**src/rtl/core/dsp_pkg.sv**
```systemverilog
// Shared constants for the shortest-path engine: field widths, distance
// codes, configuration register indexes and input function codes.
// No dependencies.
`timescale 1ns / 1ps

package dsp_pkg;

  // Fixed widths of the channel fields
  localparam int VERTEX_W    = 4;
  localparam int DIST_W      = 20;
  localparam int PATH_W      = 16;
  localparam int WEIGHT_IN_W = 16;
  localparam int CFG_DATA_W  = 5;
  localparam int CFG_INDEX_W = 1;

  // Results per run never exceed this many vertices
  localparam int RESULT_CAP = 16;

  // Distance table word holds distance and path row
  localparam int DWORD_W = DIST_W + PATH_W;

  // Unreachable marker and saturation ceiling
  localparam logic [DIST_W-1:0] DIST_INF = {DIST_W{1'b1}};
  localparam logic [DIST_W-1:0] DIST_TOP = {{(DIST_W-1){1'b1}}, 1'b0};

  // Default parameter values
  localparam int DEF_MAX_VERTICES = 16;
  localparam int DEF_WEIGHT_BITS  = 16;

  // Configuration register indexes
  localparam logic [CFG_INDEX_W-1:0] CFG_SOURCE = 1'b0;
  localparam logic [CFG_INDEX_W-1:0] CFG_COUNT  = 1'b1;

  // Input function codes
  localparam logic FUNC_LOAD = 1'b0;
  localparam logic FUNC_RUN  = 1'b1;

endpackage

```
**src/rtl/core/dsp_if.sv**
```systemverilog
// Valid/ready channel interfaces for input words and result words.
// Depends on dsp_pkg for field widths.
`timescale 1ns / 1ps

interface dsp_in_if;
  logic                                valid;
  logic                                ready;
  logic                                func;
  logic [dsp_pkg::VERTEX_W-1:0]        from_vertex;
  logic [dsp_pkg::VERTEX_W-1:0]        to_vertex;
  logic [dsp_pkg::WEIGHT_IN_W-1:0]     arc_weight;
  logic                                arc_present;

  modport source (output valid, func, from_vertex, to_vertex, arc_weight, arc_present,
                  input ready);
  modport sink   (input valid, func, from_vertex, to_vertex, arc_weight, arc_present,
                  output ready);
endinterface

interface dsp_out_if;
  logic                          valid;
  logic                          ready;
  logic [dsp_pkg::VERTEX_W-1:0]  vertex;
  logic [dsp_pkg::DIST_W-1:0]    distance;
  logic                          reachable;
  logic [dsp_pkg::PATH_W-1:0]    path_set;
  logic                          last;

  modport source (output valid, vertex, distance, reachable, path_set, last,
                  input ready);
  modport sink   (input valid, vertex, distance, reachable, path_set, last,
                  output ready);
endinterface

```
**src/rtl/core/dsp_arc_store.sv**
```systemverilog
// Adjacency matrix memory: one word per arc holding {exists, weight}.
// Runs a clearing pass after reset. Depends on dsp_pkg.
`timescale 1ns / 1ps

module dsp_arc_store #(
  parameter int MAX_VERTICES = dsp_pkg::DEF_MAX_VERTICES,
  parameter int WEIGHT_BITS  = dsp_pkg::DEF_WEIGHT_BITS
) (
  input  logic                                           clk,
  input  logic                                           rst_n,
  input  logic                                           wr_en,
  input  logic [$clog2(MAX_VERTICES*MAX_VERTICES)-1:0]   wr_addr,
  input  logic [WEIGHT_BITS:0]                           wr_data,
  input  logic [$clog2(MAX_VERTICES*MAX_VERTICES)-1:0]   rd_addr,
  output logic [WEIGHT_BITS:0]                           rd_data,
  output logic                                           busy
);

  localparam int DEPTH = MAX_VERTICES * MAX_VERTICES;
  localparam int AW    = $clog2(DEPTH);

  logic [WEIGHT_BITS:0] mem [DEPTH];
  logic                 clr_busy_r;
  logic [AW-1:0]        clr_addr_r;
  logic [WEIGHT_BITS:0] rd_data_r;

  // Sweep every entry to "no arc" after reset
  always_ff @(posedge clk) begin
    if (!rst_n) begin
      clr_busy_r <= 1'b1;
      clr_addr_r <= '0;
    end else if (clr_busy_r) begin
      clr_addr_r <= clr_addr_r + 1'b1;
      if (clr_addr_r == AW'(DEPTH - 1)) begin
        clr_busy_r <= 1'b0;
      end
    end
  end

  // Single write port, clear pass has priority
  always_ff @(posedge clk) begin
    if (clr_busy_r) begin
      mem[clr_addr_r] <= '0;
    end else if (wr_en) begin
      mem[wr_addr] <= wr_data;
    end
  end

  // Registered read
  always_ff @(posedge clk) begin
    rd_data_r <= mem[rd_addr];
  end

  assign rd_data = rd_data_r;
  assign busy    = clr_busy_r;

endmodule

```
**src/rtl/core/dsp_dist_store.sv**
```systemverilog
// Distance table memory: one word per vertex holding {distance, path row}.
// One write and one registered read per cycle. Depends on dsp_pkg.
`timescale 1ns / 1ps

module dsp_dist_store (
  input  logic                              clk,
  input  logic                              wr_en,
  input  logic [dsp_pkg::VERTEX_W-1:0]      wr_addr,
  input  logic [dsp_pkg::DWORD_W-1:0]       wr_data,
  input  logic [dsp_pkg::VERTEX_W-1:0]      rd_addr,
  output logic [dsp_pkg::DWORD_W-1:0]       rd_data
);

  logic [dsp_pkg::DWORD_W-1:0] mem [dsp_pkg::RESULT_CAP];
  logic [dsp_pkg::DWORD_W-1:0] rd_data_r;

  // Write port
  always_ff @(posedge clk) begin
    if (wr_en) begin
      mem[wr_addr] <= wr_data;
    end
  end

  // Registered read
  always_ff @(posedge clk) begin
    rd_data_r <= mem[rd_addr];
  end

  assign rd_data = rd_data_r;

endmodule

```
**src/rtl/core/dijkstra_shortest_paths.sv**
```systemverilog
// Single-source shortest-path engine over an adjacency matrix in memory.
// Input channel in_ch: a word with func = load writes one arc (weight and
// exists flag). A word with func = run searches from the
// configured source and returns one result word per vertex in use on out_ch,
// in vertex order, with last set on the final one.
// Configuration: cfg_we with cfg_index selects source vertex or vertex count;
// write only while idle.
// Run steps for n vertices in use: an init sweep of the distance table; if the
// source lies within them, search rounds, each a read scan of the distance table,
// then a scan of the picked vertex's matrix row through the one-port memories,
// at most n rounds, then one closing select scan that finds no vertex; then
// the result words, each read from the distance table and held until taken.
// One word is in flight at a time; in_ch.ready is low during a run.
// A stalled receiver holds the current result and the run waits.
// Reset: configuration returns to source 0, count 16, and the arc memory is
// swept to "no arc" over all MAX_VERTICES*MAX_VERTICES entries with in_ch.ready low.
// Depends on dsp_pkg, dsp_if, dsp_arc_store and dsp_dist_store.
`timescale 1ns / 1ps

module dijkstra_shortest_paths #(
  parameter int MAX_VERTICES = dsp_pkg::DEF_MAX_VERTICES,
  parameter int WEIGHT_BITS  = dsp_pkg::DEF_WEIGHT_BITS
) (
  input  logic                               clk,
  input  logic                               rst_n,
  dsp_in_if.sink                             in_ch,
  dsp_out_if.source                          out_ch,
  input  logic                               cfg_we,
  input  logic [dsp_pkg::CFG_INDEX_W-1:0]    cfg_index,
  input  logic [dsp_pkg::CFG_DATA_W-1:0]     cfg_data
);

  localparam int AW = $clog2(MAX_VERTICES * MAX_VERTICES);
  localparam int NV = (MAX_VERTICES < dsp_pkg::RESULT_CAP) ? MAX_VERTICES
                                                          : dsp_pkg::RESULT_CAP;
  localparam int SW = ((WEIGHT_BITS > dsp_pkg::DIST_W) ? WEIGHT_BITS
                                                       : dsp_pkg::DIST_W) + 1;
  localparam int VW = dsp_pkg::VERTEX_W;
  localparam int DW = dsp_pkg::DIST_W;
  localparam int PW = dsp_pkg::PATH_W;

  // Controller states
  localparam logic [3:0] S_IDLE = 4'd0;
  localparam logic [3:0] S_INIT = 4'd1;
  localparam logic [3:0] S_SEL  = 4'd2;
  localparam logic [3:0] S_SELD = 4'd3;
  localparam logic [3:0] S_REL  = 4'd4;
  localparam logic [3:0] S_RELD = 4'd5;
  localparam logic [3:0] S_ORD  = 4'd6;
  localparam logic [3:0] S_OLD  = 4'd7;
  localparam logic [3:0] S_OWT  = 4'd8;

  // Configuration registers
  logic [VW-1:0] cfg_src_r;
  logic [4:0]    cfg_cnt_r;

  // Controller registers
  logic [3:0]    state_r, state_nxt;
  logic [VW-1:0] cnt_r, cnt_nxt;
  logic [4:0]    n_r, n_nxt;
  logic [VW-1:0] src_r, src_nxt;
  logic          srcv_r, srcv_nxt;
  logic [PW-1:0] fin_r, fin_nxt;
  logic [DW-1:0] best_r, best_nxt;
  logic [PW-1:0] bpath_r, bpath_nxt;
  logic [VW-1:0] pick_r, pick_nxt;
  logic          found_r, found_nxt;
  logic          p_vld_r, p_vld_nxt;
  logic          p_rel_r, p_rel_nxt;
  logic [VW-1:0] p_idx_r, p_idx_nxt;

  // Output register
  logic          out_valid_r, out_valid_nxt;
  logic [VW-1:0] out_vertex_r;
  logic [DW-1:0] out_dist_r;
  logic          out_reach_r;
  logic [PW-1:0] out_path_r;
  logic          out_last_r;
  logic          out_load;

  // Memory ports
  logic                   arc_we;
  logic [AW-1:0]          arc_waddr;
  logic [WEIGHT_BITS:0]   arc_wdata;
  logic [AW-1:0]          arc_raddr;
  logic [WEIGHT_BITS:0]   arc_rdata;
  logic                   arc_busy;
  logic                   dist_we;
  logic [VW-1:0]          dist_waddr;
  logic [dsp_pkg::DWORD_W-1:0] dist_wdata;
  logic [dsp_pkg::DWORD_W-1:0] dist_rdata;

  // Datapath
  logic [DW-1:0]  rd_dist;
  logic [PW-1:0]  rd_path;
  logic           sel_take;
  logic [SW-1:0]  sum;
  logic [DW-1:0]  sum_sat;
  logic           rel_we;
  logic           load_ok;
  logic           accept;
  logic [VW-1:0]  last_idx;
  logic [4:0]     n_req;

  dsp_arc_store #(
    .MAX_VERTICES (MAX_VERTICES),
    .WEIGHT_BITS  (WEIGHT_BITS)
  ) u_arc (
    .clk     (clk),
    .rst_n   (rst_n),
    .wr_en   (arc_we),
    .wr_addr (arc_waddr),
    .wr_data (arc_wdata),
    .rd_addr (arc_raddr),
    .rd_data (arc_rdata),
    .busy    (arc_busy)
  );

  dsp_dist_store u_dist (
    .clk     (clk),
    .wr_en   (dist_we),
    .wr_addr (dist_waddr),
    .wr_data (dist_wdata),
    .rd_addr (cnt_r),
    .rd_data (dist_rdata)
  );

  // Configuration writes
  always_ff @(posedge clk) begin
    if (!rst_n) begin
      cfg_src_r <= '0;
      cfg_cnt_r <= 5'd16;
    end else if (cfg_we) begin
      unique case (cfg_index)
        dsp_pkg::CFG_SOURCE: cfg_src_r <= cfg_data[VW-1:0];
        dsp_pkg::CFG_COUNT:  cfg_cnt_r <= cfg_data;
        default:             cfg_cnt_r <= cfg_cnt_r;
      endcase
    end
  end

  assign in_ch.ready = (state_r == S_IDLE) && !arc_busy;
  assign accept      = in_ch.valid && in_ch.ready;

  // Clamp the vertex count into 1..NV
  always_comb begin
    n_req = cfg_cnt_r;
    if (n_req == 5'd0) begin
      n_req = 5'd1;
    end
    if (int'(n_req) > NV) begin
      n_req = 5'(NV);
    end
  end

  assign last_idx = VW'(n_r - 5'd1);

  // Arc load path
  assign load_ok   = (int'(in_ch.from_vertex) < MAX_VERTICES) &&
                     (int'(in_ch.to_vertex) < MAX_VERTICES);
  assign arc_we    = accept && (in_ch.func == dsp_pkg::FUNC_LOAD) && load_ok;
  assign arc_waddr = AW'(int'(in_ch.from_vertex) * MAX_VERTICES + int'(in_ch.to_vertex));
  assign arc_wdata = {in_ch.arc_present, WEIGHT_BITS'(in_ch.arc_weight)};
  assign arc_raddr = AW'(int'(pick_r) * MAX_VERTICES + int'(cnt_r));

  assign rd_dist = dist_rdata[dsp_pkg::DWORD_W-1:PW];
  assign rd_path = dist_rdata[PW-1:0];

  // Select scan: keep the first strictly nearest unfinished vertex
  assign sel_take = p_vld_r && !p_rel_r && !fin_r[p_idx_r] && (rd_dist < best_r);

  // Relax: saturated sum against the stored distance
  assign sum     = SW'(best_r) + SW'(arc_rdata[WEIGHT_BITS-1:0]);
  assign sum_sat = (sum > SW'(dsp_pkg::DIST_TOP)) ? dsp_pkg::DIST_TOP : sum[DW-1:0];
  assign rel_we  = p_vld_r && p_rel_r && !fin_r[p_idx_r] && arc_rdata[WEIGHT_BITS] &&
                   (sum_sat < rd_dist);

  // Distance table write: init sweep or relax update
  always_comb begin
    dist_we    = 1'b0;
    dist_waddr = cnt_r;
    dist_wdata = {dsp_pkg::DIST_INF, {PW{1'b0}}};
    if (state_r == S_INIT) begin
      dist_we = 1'b1;
      if (srcv_r && (cnt_r == src_r)) begin
        dist_wdata = {{DW{1'b0}}, PW'(1) << src_r};
      end
    end else if (rel_we) begin
      dist_we    = 1'b1;
      dist_waddr = p_idx_r;
      dist_wdata = {sum_sat, bpath_r | (PW'(1) << p_idx_r)};
    end
  end

  // Controller
  always_comb begin
    state_nxt = state_r;
    cnt_nxt   = cnt_r;
    n_nxt     = n_r;
    src_nxt   = src_r;
    srcv_nxt  = srcv_r;
    fin_nxt   = fin_r;
    best_nxt  = best_r;
    bpath_nxt = bpath_r;
    pick_nxt  = pick_r;
    found_nxt = found_r;
    p_vld_nxt = (state_r == S_SEL) || (state_r == S_REL);
    p_rel_nxt = (state_r == S_REL);
    p_idx_nxt = cnt_r;
    out_valid_nxt = out_valid_r;
    out_load  = 1'b0;

    if (sel_take) begin
      best_nxt  = rd_dist;
      bpath_nxt = rd_path;
      pick_nxt  = p_idx_r;
      found_nxt = 1'b1;
    end

    unique case (state_r)
      S_IDLE: begin
        if (accept && (in_ch.func == dsp_pkg::FUNC_RUN)) begin
          n_nxt     = n_req;
          src_nxt   = cfg_src_r;
          srcv_nxt  = (5'(cfg_src_r) < n_req);
          fin_nxt   = '0;
          cnt_nxt   = '0;
          state_nxt = S_INIT;
        end
      end
      S_INIT: begin
        if (cnt_r == last_idx) begin
          cnt_nxt   = '0;
          best_nxt  = dsp_pkg::DIST_INF;
          found_nxt = 1'b0;
          state_nxt = srcv_r ? S_SEL : S_ORD;
        end else begin
          cnt_nxt = cnt_r + 1'b1;
        end
      end
      S_SEL: begin
        if (cnt_r == last_idx) begin
          state_nxt = S_SELD;
        end else begin
          cnt_nxt = cnt_r + 1'b1;
        end
      end
      S_SELD: begin
        cnt_nxt = '0;
        if (found_nxt) begin
          fin_nxt   = fin_r | (PW'(1) << pick_nxt);
          state_nxt = S_REL;
        end else begin
          state_nxt = S_ORD;
        end
      end
      S_REL: begin
        if (cnt_r == last_idx) begin
          state_nxt = S_RELD;
        end else begin
          cnt_nxt = cnt_r + 1'b1;
        end
      end
      S_RELD: begin
        cnt_nxt   = '0;
        best_nxt  = dsp_pkg::DIST_INF;
        found_nxt = 1'b0;
        state_nxt = S_SEL;
      end
      S_ORD: begin
        state_nxt = S_OLD;
      end
      S_OLD: begin
        out_load      = 1'b1;
        out_valid_nxt = 1'b1;
        state_nxt     = S_OWT;
      end
      S_OWT: begin
        if (out_ch.ready) begin
          out_valid_nxt = 1'b0;
          if (cnt_r == last_idx) begin
            state_nxt = S_IDLE;
          end else begin
            cnt_nxt   = cnt_r + 1'b1;
            state_nxt = S_ORD;
          end
        end
      end
      default: begin
        state_nxt = S_IDLE;
      end
    endcase
  end

  // Control registers
  always_ff @(posedge clk) begin
    if (!rst_n) begin
      state_r     <= S_IDLE;
      out_valid_r <= 1'b0;
      p_vld_r     <= 1'b0;
      p_rel_r     <= 1'b0;
      found_r     <= 1'b0;
      fin_r       <= '0;
      cnt_r       <= '0;
      n_r         <= 5'd1;
      srcv_r      <= 1'b0;
    end else begin
      state_r     <= state_nxt;
      out_valid_r <= out_valid_nxt;
      p_vld_r     <= p_vld_nxt;
      p_rel_r     <= p_rel_nxt;
      found_r     <= found_nxt;
      fin_r       <= fin_nxt;
      cnt_r       <= cnt_nxt;
      n_r         <= n_nxt;
      srcv_r      <= srcv_nxt;
    end
  end

  // Datapath registers
  always_ff @(posedge clk) begin
    src_r   <= src_nxt;
    best_r  <= best_nxt;
    bpath_r <= bpath_nxt;
    pick_r  <= pick_nxt;
    p_idx_r <= p_idx_nxt;
    if (out_load) begin
      out_vertex_r <= cnt_r;
      out_dist_r   <= rd_dist;
      out_reach_r  <= (rd_dist != dsp_pkg::DIST_INF);
      out_path_r   <= (rd_dist != dsp_pkg::DIST_INF) ? rd_path : '0;
      out_last_r   <= (cnt_r == last_idx);
    end
  end

  assign out_ch.valid     = out_valid_r;
  assign out_ch.vertex    = out_vertex_r;
  assign out_ch.distance  = out_dist_r;
  assign out_ch.reachable = out_reach_r;
  assign out_ch.path_set  = out_path_r;
  assign out_ch.last      = out_last_r;

endmodule

```
**src/flat_wrapper.sv**
```systemverilog
// flat-port wrapper written by rule: the top's interface ports become plain ports
module dijkstra_shortest_paths_flat 
#(
  parameter int MAX_VERTICES = dsp_pkg::DEF_MAX_VERTICES,
  parameter int WEIGHT_BITS  = dsp_pkg::DEF_WEIGHT_BITS
)
  (clk, rst_n, cfg_we, cfg_index, cfg_data, in_ch_valid, in_ch_func, in_ch_from_vertex, in_ch_to_vertex, in_ch_arc_weight, in_ch_arc_present, in_ch_ready, out_ch_valid, out_ch_vertex, out_ch_distance, out_ch_reachable, out_ch_path_set, out_ch_last, out_ch_ready);
  dsp_in_if in_ch_i ();
  dsp_out_if out_ch_i ();
  input  logic clk;
  input  logic rst_n;
  input  logic cfg_we;
  input  logic [dsp_pkg::CFG_INDEX_W-1:0] cfg_index;
  input  logic [dsp_pkg::CFG_DATA_W-1:0] cfg_data;
  input wire logic [$bits(in_ch_i.valid)-1:0] in_ch_valid;
  input wire logic [$bits(in_ch_i.func)-1:0] in_ch_func;
  input wire logic [$bits(in_ch_i.from_vertex)-1:0] in_ch_from_vertex;
  input wire logic [$bits(in_ch_i.to_vertex)-1:0] in_ch_to_vertex;
  input wire logic [$bits(in_ch_i.arc_weight)-1:0] in_ch_arc_weight;
  input wire logic [$bits(in_ch_i.arc_present)-1:0] in_ch_arc_present;
  output wire logic [$bits(in_ch_i.ready)-1:0] in_ch_ready;
  output wire logic [$bits(out_ch_i.valid)-1:0] out_ch_valid;
  output wire logic [$bits(out_ch_i.vertex)-1:0] out_ch_vertex;
  output wire logic [$bits(out_ch_i.distance)-1:0] out_ch_distance;
  output wire logic [$bits(out_ch_i.reachable)-1:0] out_ch_reachable;
  output wire logic [$bits(out_ch_i.path_set)-1:0] out_ch_path_set;
  output wire logic [$bits(out_ch_i.last)-1:0] out_ch_last;
  input wire logic [$bits(out_ch_i.ready)-1:0] out_ch_ready;
  assign in_ch_i.valid = in_ch_valid;
  assign in_ch_i.func = in_ch_func;
  assign in_ch_i.from_vertex = in_ch_from_vertex;
  assign in_ch_i.to_vertex = in_ch_to_vertex;
  assign in_ch_i.arc_weight = in_ch_arc_weight;
  assign in_ch_i.arc_present = in_ch_arc_present;
  assign in_ch_ready = in_ch_i.ready;
  assign out_ch_valid = out_ch_i.valid;
  assign out_ch_vertex = out_ch_i.vertex;
  assign out_ch_distance = out_ch_i.distance;
  assign out_ch_reachable = out_ch_i.reachable;
  assign out_ch_path_set = out_ch_i.path_set;
  assign out_ch_last = out_ch_i.last;
  assign out_ch_i.ready = out_ch_ready;
  dijkstra_shortest_paths #(.MAX_VERTICES(MAX_VERTICES), .WEIGHT_BITS(WEIGHT_BITS)) u_core (.clk(clk), .rst_n(rst_n), .in_ch(in_ch_i), .out_ch(out_ch_i), .cfg_we(cfg_we), .cfg_index(cfg_index), .cfg_data(cfg_data));
endmodule
```
**config.mk**
```make
export PLATFORM = sky130hd
export DESIGN_NAME = dijkstra_shortest_paths_flat
export DESIGN_NICKNAME = d
export VERILOG_FILES = /design/src/rtl/core/dsp_pkg.sv /design/src/rtl/core/dsp_if.sv /design/src/rtl/core/dsp_arc_store.sv /design/src/rtl/core/dsp_dist_store.sv /design/src/rtl/core/dijkstra_shortest_paths.sv /design/src/flat_wrapper.sv
export SDC_FILE = /design/constraint.sdc
export NUM_CORES = 2
export LEC_CHECK = 0
export ABC_CLOCK_PERIOD_IN_PS = 12100
export BUFFER_PORTS_ARGS = -buffer_cell sky130_fd_sc_hd__buf_2
export CELL_PAD_IN_SITES_DETAIL_PLACEMENT = 0
export CELL_PAD_IN_SITES_GLOBAL_PLACEMENT = 2
export CORE_MARGIN = 4
export CORE_UTILIZATION = 30
export CTS_BUF_LIST = sky130_fd_sc_hd__clkbuf_4
export DETAILED_ROUTE_END_ITERATION = 8
export GPL_ROUTABILITY_DRIVEN = 0
export PLACE_DENSITY = 0.62
export SLEW_MARGIN = 15
export SYNTH_ARGS = -nofsm -noshare
export SYNTH_HDL_FRONTEND = slang
export SYNTH_HIERARCHICAL = 1
export SYNTH_MEMORY_MAX_BITS = 65536
export SYNTH_SLANG_ARGS = --single-unit
export TNS_END_PERCENT = 10
```
**constraint.sdc**
```tcl
create_clock -name clk -period 12.1 [get_ports clk]
set_input_delay 2.42 -clock clk [delete_from_list [all_inputs] [get_ports clk]]
set_output_delay 2.42 -clock clk [all_outputs]
set_load 0.02 [all_outputs]
```
* Word-level counts from Yosys, hierarchy flattened *
Memories as Yosys holds them, arrays and structs flattened. A register that Yosys moved wholly into a read port is not among the register bits.
Cells that the tools add are included.
W data, S select, Z words.

word-level totals
  bits in registers = 141
  bits in latches = 0
  bits in writable memories = 4,928
  bits in read-only memories = 0
  bits of input ports = 37
  memories = 2

operators by class
  add/subtract/negate cells = 6
  multipliers = 0
  div/mod/pow operators = 0
  magnitude comparators = 6
  equal/unequal tests = 18
  shift operators = 3
  muxes and demuxes = 51
  bitwise gates (word level) = 4
  reductions and logical operators = 31

memories
  memory             depth  width  rd ports  clocked after Yosys merged registers in  wr ports  line                  text
  u_core.u_arc.mem   256    17     1         1                                        1         dsp_arc_store.sv:22   logic [WEIGHT_BITS:0] mem [DEPTH];
  u_core.u_dist.mem  16     36     1         1                                        1         dsp_dist_store.sv:14  logic [dsp_pkg::DWORD_W-1:0] mem [dsp_pkg::RESULT_CAP];

operators by type and width
  kind                    count
  $mux W36                3
  $mux W20                3
  $mux W4                 12
  $shl A1 B4 Y16 const A  3
  $lt A20 B20 Y1          2
  $pmux W20 S2            1
  $pmux W4 S9             1
  $mux W16                2
  $or A16 B16 Y16         2
  $pmux W16 S2            1
  $add A20 B16 Y21        1
  $gt A21 B20 Y1 const B  1
  $ne A20 B20 Y1 const B  1
  $pmux W4 S5             1
  $mux W1                 17
  $mux W17                1
  $reduce_or A17 Y1       1
  $add A8 B4 Y8           2
  $eq A4 B3 Y1 const B    4
  $logic_and A1 B1 Y1     12
  $mux W5                 2
  $ne A2 B2 Y1 const B    5
  $add A8 B1 Y8 const B   1
  $eq A4 B2 Y1 const B    2
  other kinds (26)        38

* Logic depth before layout (Yosys ltp) *
  depth in word-level cells = 10
  depth in mapped cells = 21
  gate-level depth less buffers = 19

* Hierarchy *
The synthesis kept the hierarchy.

by module, submodules not included
  module                   instances  cells each  area an instance (um^2)
  dsp_arc_store            1          7,884       169,749.1
  dsp_dist_store           1          938         22,320.2
  dijkstra_shortest_paths  1          844         7,877.6

* Worst setup path before layout *
OpenSTA, ideal clock, no wires.

  kind = register to register
  from = register u_core.best_r[0]
  to = memory u_core/u_dist/mem[0][0] (netlist name), enable pin
  arrival time = 7,244 ps
  data required time = 11,626 ps
  setup slack = 4,382 ps
  cell stages (with the launch flop) = 20
  buffers on the path = 0
  clock period less this slack = 7,718 ps
  path through = dfxtp_1 -> ha_1 -> inv_1 -> fa_1 -> nand2b_1 -> a21oi_2 -> o21ai_0 -> o31ai_1 -> xor2_1 -> or2_2 -> ha_1 -> nand4_1 -> or2_2 -> or4_1 -> or3_1 -> o22a_1 -> nand3b_4 -> mux2_1 -> or3b_2 -> nor3_1

between the ends
  elaborated cells between the ends (all ways) = 11
  classes of those cells = add/sub (1); order compare (2); mux (7); reduce/logical (1)

RTL lines
  item                      line                            text
  start, declared           dijkstra_shortest_paths.sv:64   logic [DW-1:0] best_r, best_nxt;
  start signal, assigned    dijkstra_shortest_paths.sv:323  best_r <= best_nxt;
  $add A20 B16 Y21 *        dijkstra_shortest_paths.sv:173  assign sum = SW'(best_r) + SW'(arc_rdata[WEIGHT_BITS-1:0]);
  $gt A21 B20 Y1            dijkstra_shortest_paths.sv:174  assign sum_sat = (sum > SW'(dsp_pkg::DIST_TOP)) ? dsp_pkg::DIST_TOP : sum[DW-1:0];
  $mux W20 *                dijkstra_shortest_paths.sv:174
  $lt A20 B20 Y1 *          dijkstra_shortest_paths.sv:176  (sum_sat < rd_dist);
  $logic_and A1 B1 Y1 *     dijkstra_shortest_paths.sv:175  assign rel_we = p_vld_r && p_rel_r && !fin_r[p_idx_r] && arc_rdata[WEIGHT_BITS] &&
  $mux W4 *                 dijkstra_shortest_paths.sv:188  end else if (rel_we) begin
  $mux W4 *                 dijkstra_shortest_paths.sv:183  if (state_r == S_INIT) begin
  via u_core.dist_waddr[2]  dijkstra_shortest_paths.sv:89   logic [VW-1:0] dist_waddr;
  end, declared             dsp_dist_store.sv:14

The timed path passes the listed nets; every way through them passes the cells marked *.

* Final worst setup path *
  from = register u_core.best_r[0]
  to = memory u_core/u_dist/mem[4][24] (netlist name), enable pin

The elaborated chain is that of the path after synthesis.

==> results.cfg <==
[die]
pin_count = 81
core-area_sq_um = 663700
die_w_um = 824.4
initial_core_util_pct = 30.13
die_h_um = 824.4
die_area_sq_um = 679600
fp-row-count = 299

[job]
cap_violations = 0

[critical_path]
reg2reg_slack_ns = 4.81
path_delay_family = simple AND/OR/NAND/NOR gates
cp_data_required_time_ns = 13.31
critPathBufInv = 2
reg2reg_from = u_core/best_r[0]
path_cells = ha_1 > inv_1 > fa_1 > nand2b_1 > a21oi_2 > o2111ai_1 > nand3_2 > nand4_1 > nand3_1 > ha_1 > nand4_1 > or2_2 > or4_1 > or3_1 > o22a_1 > nand3b_4 > mux2_2 > nand3b_1 > nor3_2 > buf_4
path_class = register to register
crit_fanout = 24
critPathLaunchType = register
rr_endpoint = u_core/u_dist/mem[4][24]
slowest_delay_ns = 0.75
critPathSlowestCell = nor3_2
crit_arrival_ns = 8.49
end_kind = register
r2r_cells = 20

[grt]
grt_overflow = 0
grt_pass1_wl_um = 824400
grt_usage_pct = 17.12
grt_pass1_vias = 107600
grt_start_max_net_pins = 153
antenna_found_initial = 53

[placed_design]
place_area_sq_um = 211900
hpwl_um = 358300
port_buffers = 80

[logic_synthesis]
yosysTopAreaCell = edfxtp_1
synth_most_common_cell = edfxtp_1
yosysSeqAreaShare_pct = 76.26
synth_cell_types = 85
synthDominantCellAreaShare_pct = 74.94
synth_area_sq_um = 199900
synthArstFlopShare_pct = 0
synth_top_flop_cell = edfxtp_1
yosysWarnings = 6
synth_top_cells_by_area = edfxtp_1 (75%), mux4_2 (11%), mux2i_1 (3.1%)
synth_common_cells = edfxtp_1 (4990), mux4_2 (987), mux2i_1 (612)
synth_edf_count = 4990
synth_nets = 9764
syn_area_per_cell_sq_um = 20.69
synth-seq-cells = 5122
synth_cells = 9666

[sta]
fmax_mhz = 137.3
slew_viol_final = 10
period_share_pct = 60.21
post-route-min-period_ns = 7.286
tightest_slew_ns = 1.503
setup_violations = 0
rsz0062_at_grt = no
relSlewSlack_pct = -0.2163
fin_skew_ns = 0.2822
hold_viol = 0
setup_tns_ns = 0

[cells_and_area]
fill_cells = 62530
nets = 11060
area_growth_pct = 14.38
layout-drive-gt1-share_pct = 32.63
multiInputGateArea_sq_um = 44490
fin_area_sq_um = 228700
postLayoutCoreUtil_pct = 34.46
seq_area_sq_um = 152500

[clock_network]
worstSkewPairLatency_ns = 1.85
clk_pin_slew_ns = 0.07
cts_tree = done
ctsHoldBuffers = 0
clock_sinks = 5122
cts_root_buf = clkbuf_4
cts_resized = 0
cts_buffers = 1400
cts_max_level = 7
cts.path.max_buffers = 5
post_cts_buffers = 0

[routing]
route.detailed.drc = 0
drtAntennaViolNets = 0
via_per_inst = 5.071
drtPass1Iterations = 8
drt-initial-drc-count = 11860
num_vias = 105500
wire_per_inst_um = 28.41
postRouteWirelength_um = 591200

[status]
status = finished, violations left
violations = max-slew violations

[power_and_ir_drop]
power_density_nw_per_um2 = 176.4
vdd_drop_max_v = 0.0001480
leakage_uw = 0.06352

[worst_hold_path]
min-delay-start = u_core/u_dist/rd_data[9]
hold_depth = 0
hold-path-endpoint = u_core/bpath_r[9]
hold_path_class = register to register
-- state kept, by name, summed over array words and instances, names as in the netlist, 5 cells and up --
name and count:
u_core/u_dist/rd_data 36, u_core/out_ch.distance 20, u_core/fin_r 16, u_core/u_arc/rd_data 17, u_core/cfg_cnt_r 5, u_core/u_arc/clr_addr_r 8, u_core/bpath_r 16, u_core/out_ch.path_set 16
u_core/u_arc/mem 4352, u_core/u_dist/mem 576, u_core/best_r 20
-- per-stage QoR --
step | hold WS [ns] | worst slack, ns | cells | power, uW
floorplan | 0.4000 | 4.382 | 9666 | 24510
global placement | 0.4292 | 4.496 | 18430 | 26130
detailed placement | 0.4306 | 4.434 | 18430 | 26100
CTS | 0.3768 | 4.784 | 20770 | 40950
global route | 0.4004 | 4.355 | 20800 | 42310
finish | 0.3753 | 4.814 | 20810 | 40340
-- layout make-up --
class                      count  share of cell area (%)
sequential                  5122                   66.69
multi-input combinational   3917                   19.46
clock buffer                1946                   6.388
tap                         8879                   4.858
timing repair buffer         463                   1.607
clock inverter               388                  0.8639
inverter                      55                 0.09574
antenna                       42                 0.04596
-- how the worst max path moves through the flow --
| stage | start | end | slack [ns] | depth (start not counted) |
|---|---|---|---|---|
| finish | u_core/best_r[0] | u_core/u_dist/mem[4][24] | 4.81 | 20 |
| global route | u_core/best_r[0] | u_core/u_dist/mem[4][21] | 4.36 | 20 |
| CTS | u_core/best_r[0] | u_core/u_dist/mem[4][21] | 4.78 | 20 |
| detailed placement | in_ch_valid | u_core/u_arc/mem[136][11] | 4.43 | 10 |
| global placement | in_ch_valid | u_core/u_arc/mem[136][15] | 4.50 | 10 |
| floorplan | u_core/best_r[0] | u_core/u_dist/mem[0][0] | 4.38 | 19 |
-- kinds of logic after synthesis --
kind of cell	share of synthesized area, %
AND/OR/NAND/NOR	2.656
buffers and inverters	1.984
AO/OA/AOI/OAI	3.922
flip-flops	76.26
multiplexers	14.64
XOR/XNOR	0.1533
adder cells (fa/ha/maj)	0.3855
-- layer usage --
layer	wire [um]	vias to the layer above	GRT usage (%)
met5	91	-	0
met4	18950	14	6.513
li1	-	44080	-
met2	286600	4693	27.74
met3	44780	976	4.008
met1	240800	55780	22.41
-- where the power goes --
| part | switching [uW] | internal, uW |
|---|---|---|
| Clock | 7020 | 7680 |
| Combinational | 3650 | 2440 |
| Sequential | 190 | 19400 |
-- layout by cell type (no fill, tap or decap), types with 22 or more instances in the layout --
| cell | count |
|---|---|
| clkinv_1 | 258 |
| mux2_2 | 67 |
| nor3_1 | 82 |
| nand2_1 | 211 |
| mux4_2 | 987 |
| diode_2 | 42 |
| o22ai_1 | 149 |
| inv_1 | 53 |
| nor2_1 | 183 |
| nand2b_1 | 39 |
| o221ai_1 | 246 |
| o211ai_1 | 29 |
| xnor2_1 | 22 |
| nor2_2 | 131 |
| clkinv_2 | 91 |
| buf_12 | 32 |
| nand4_1 | 24 |
| clkbuf_4 | 1948 |
| mux2i_1 | 612 |
| dfxtp_1 | 126 |
| a22oi_1 | 113 |
| ha_1 | 60 |
| a21oi_1 | 187 |
| nand3_1 | 44 |
| and2_1 | 116 |
| nor4_1 | 52 |
| edfxtp_1 | 4990 |
| buf_2 | 80 |
| o21ai_0 | 38 |
| a311oi_1 | 31 |
| buf_4 | 349 |
| a211oi_1 | 142 |
| nor4_2 | 28 |
Power figures use the tool's default switching activity.
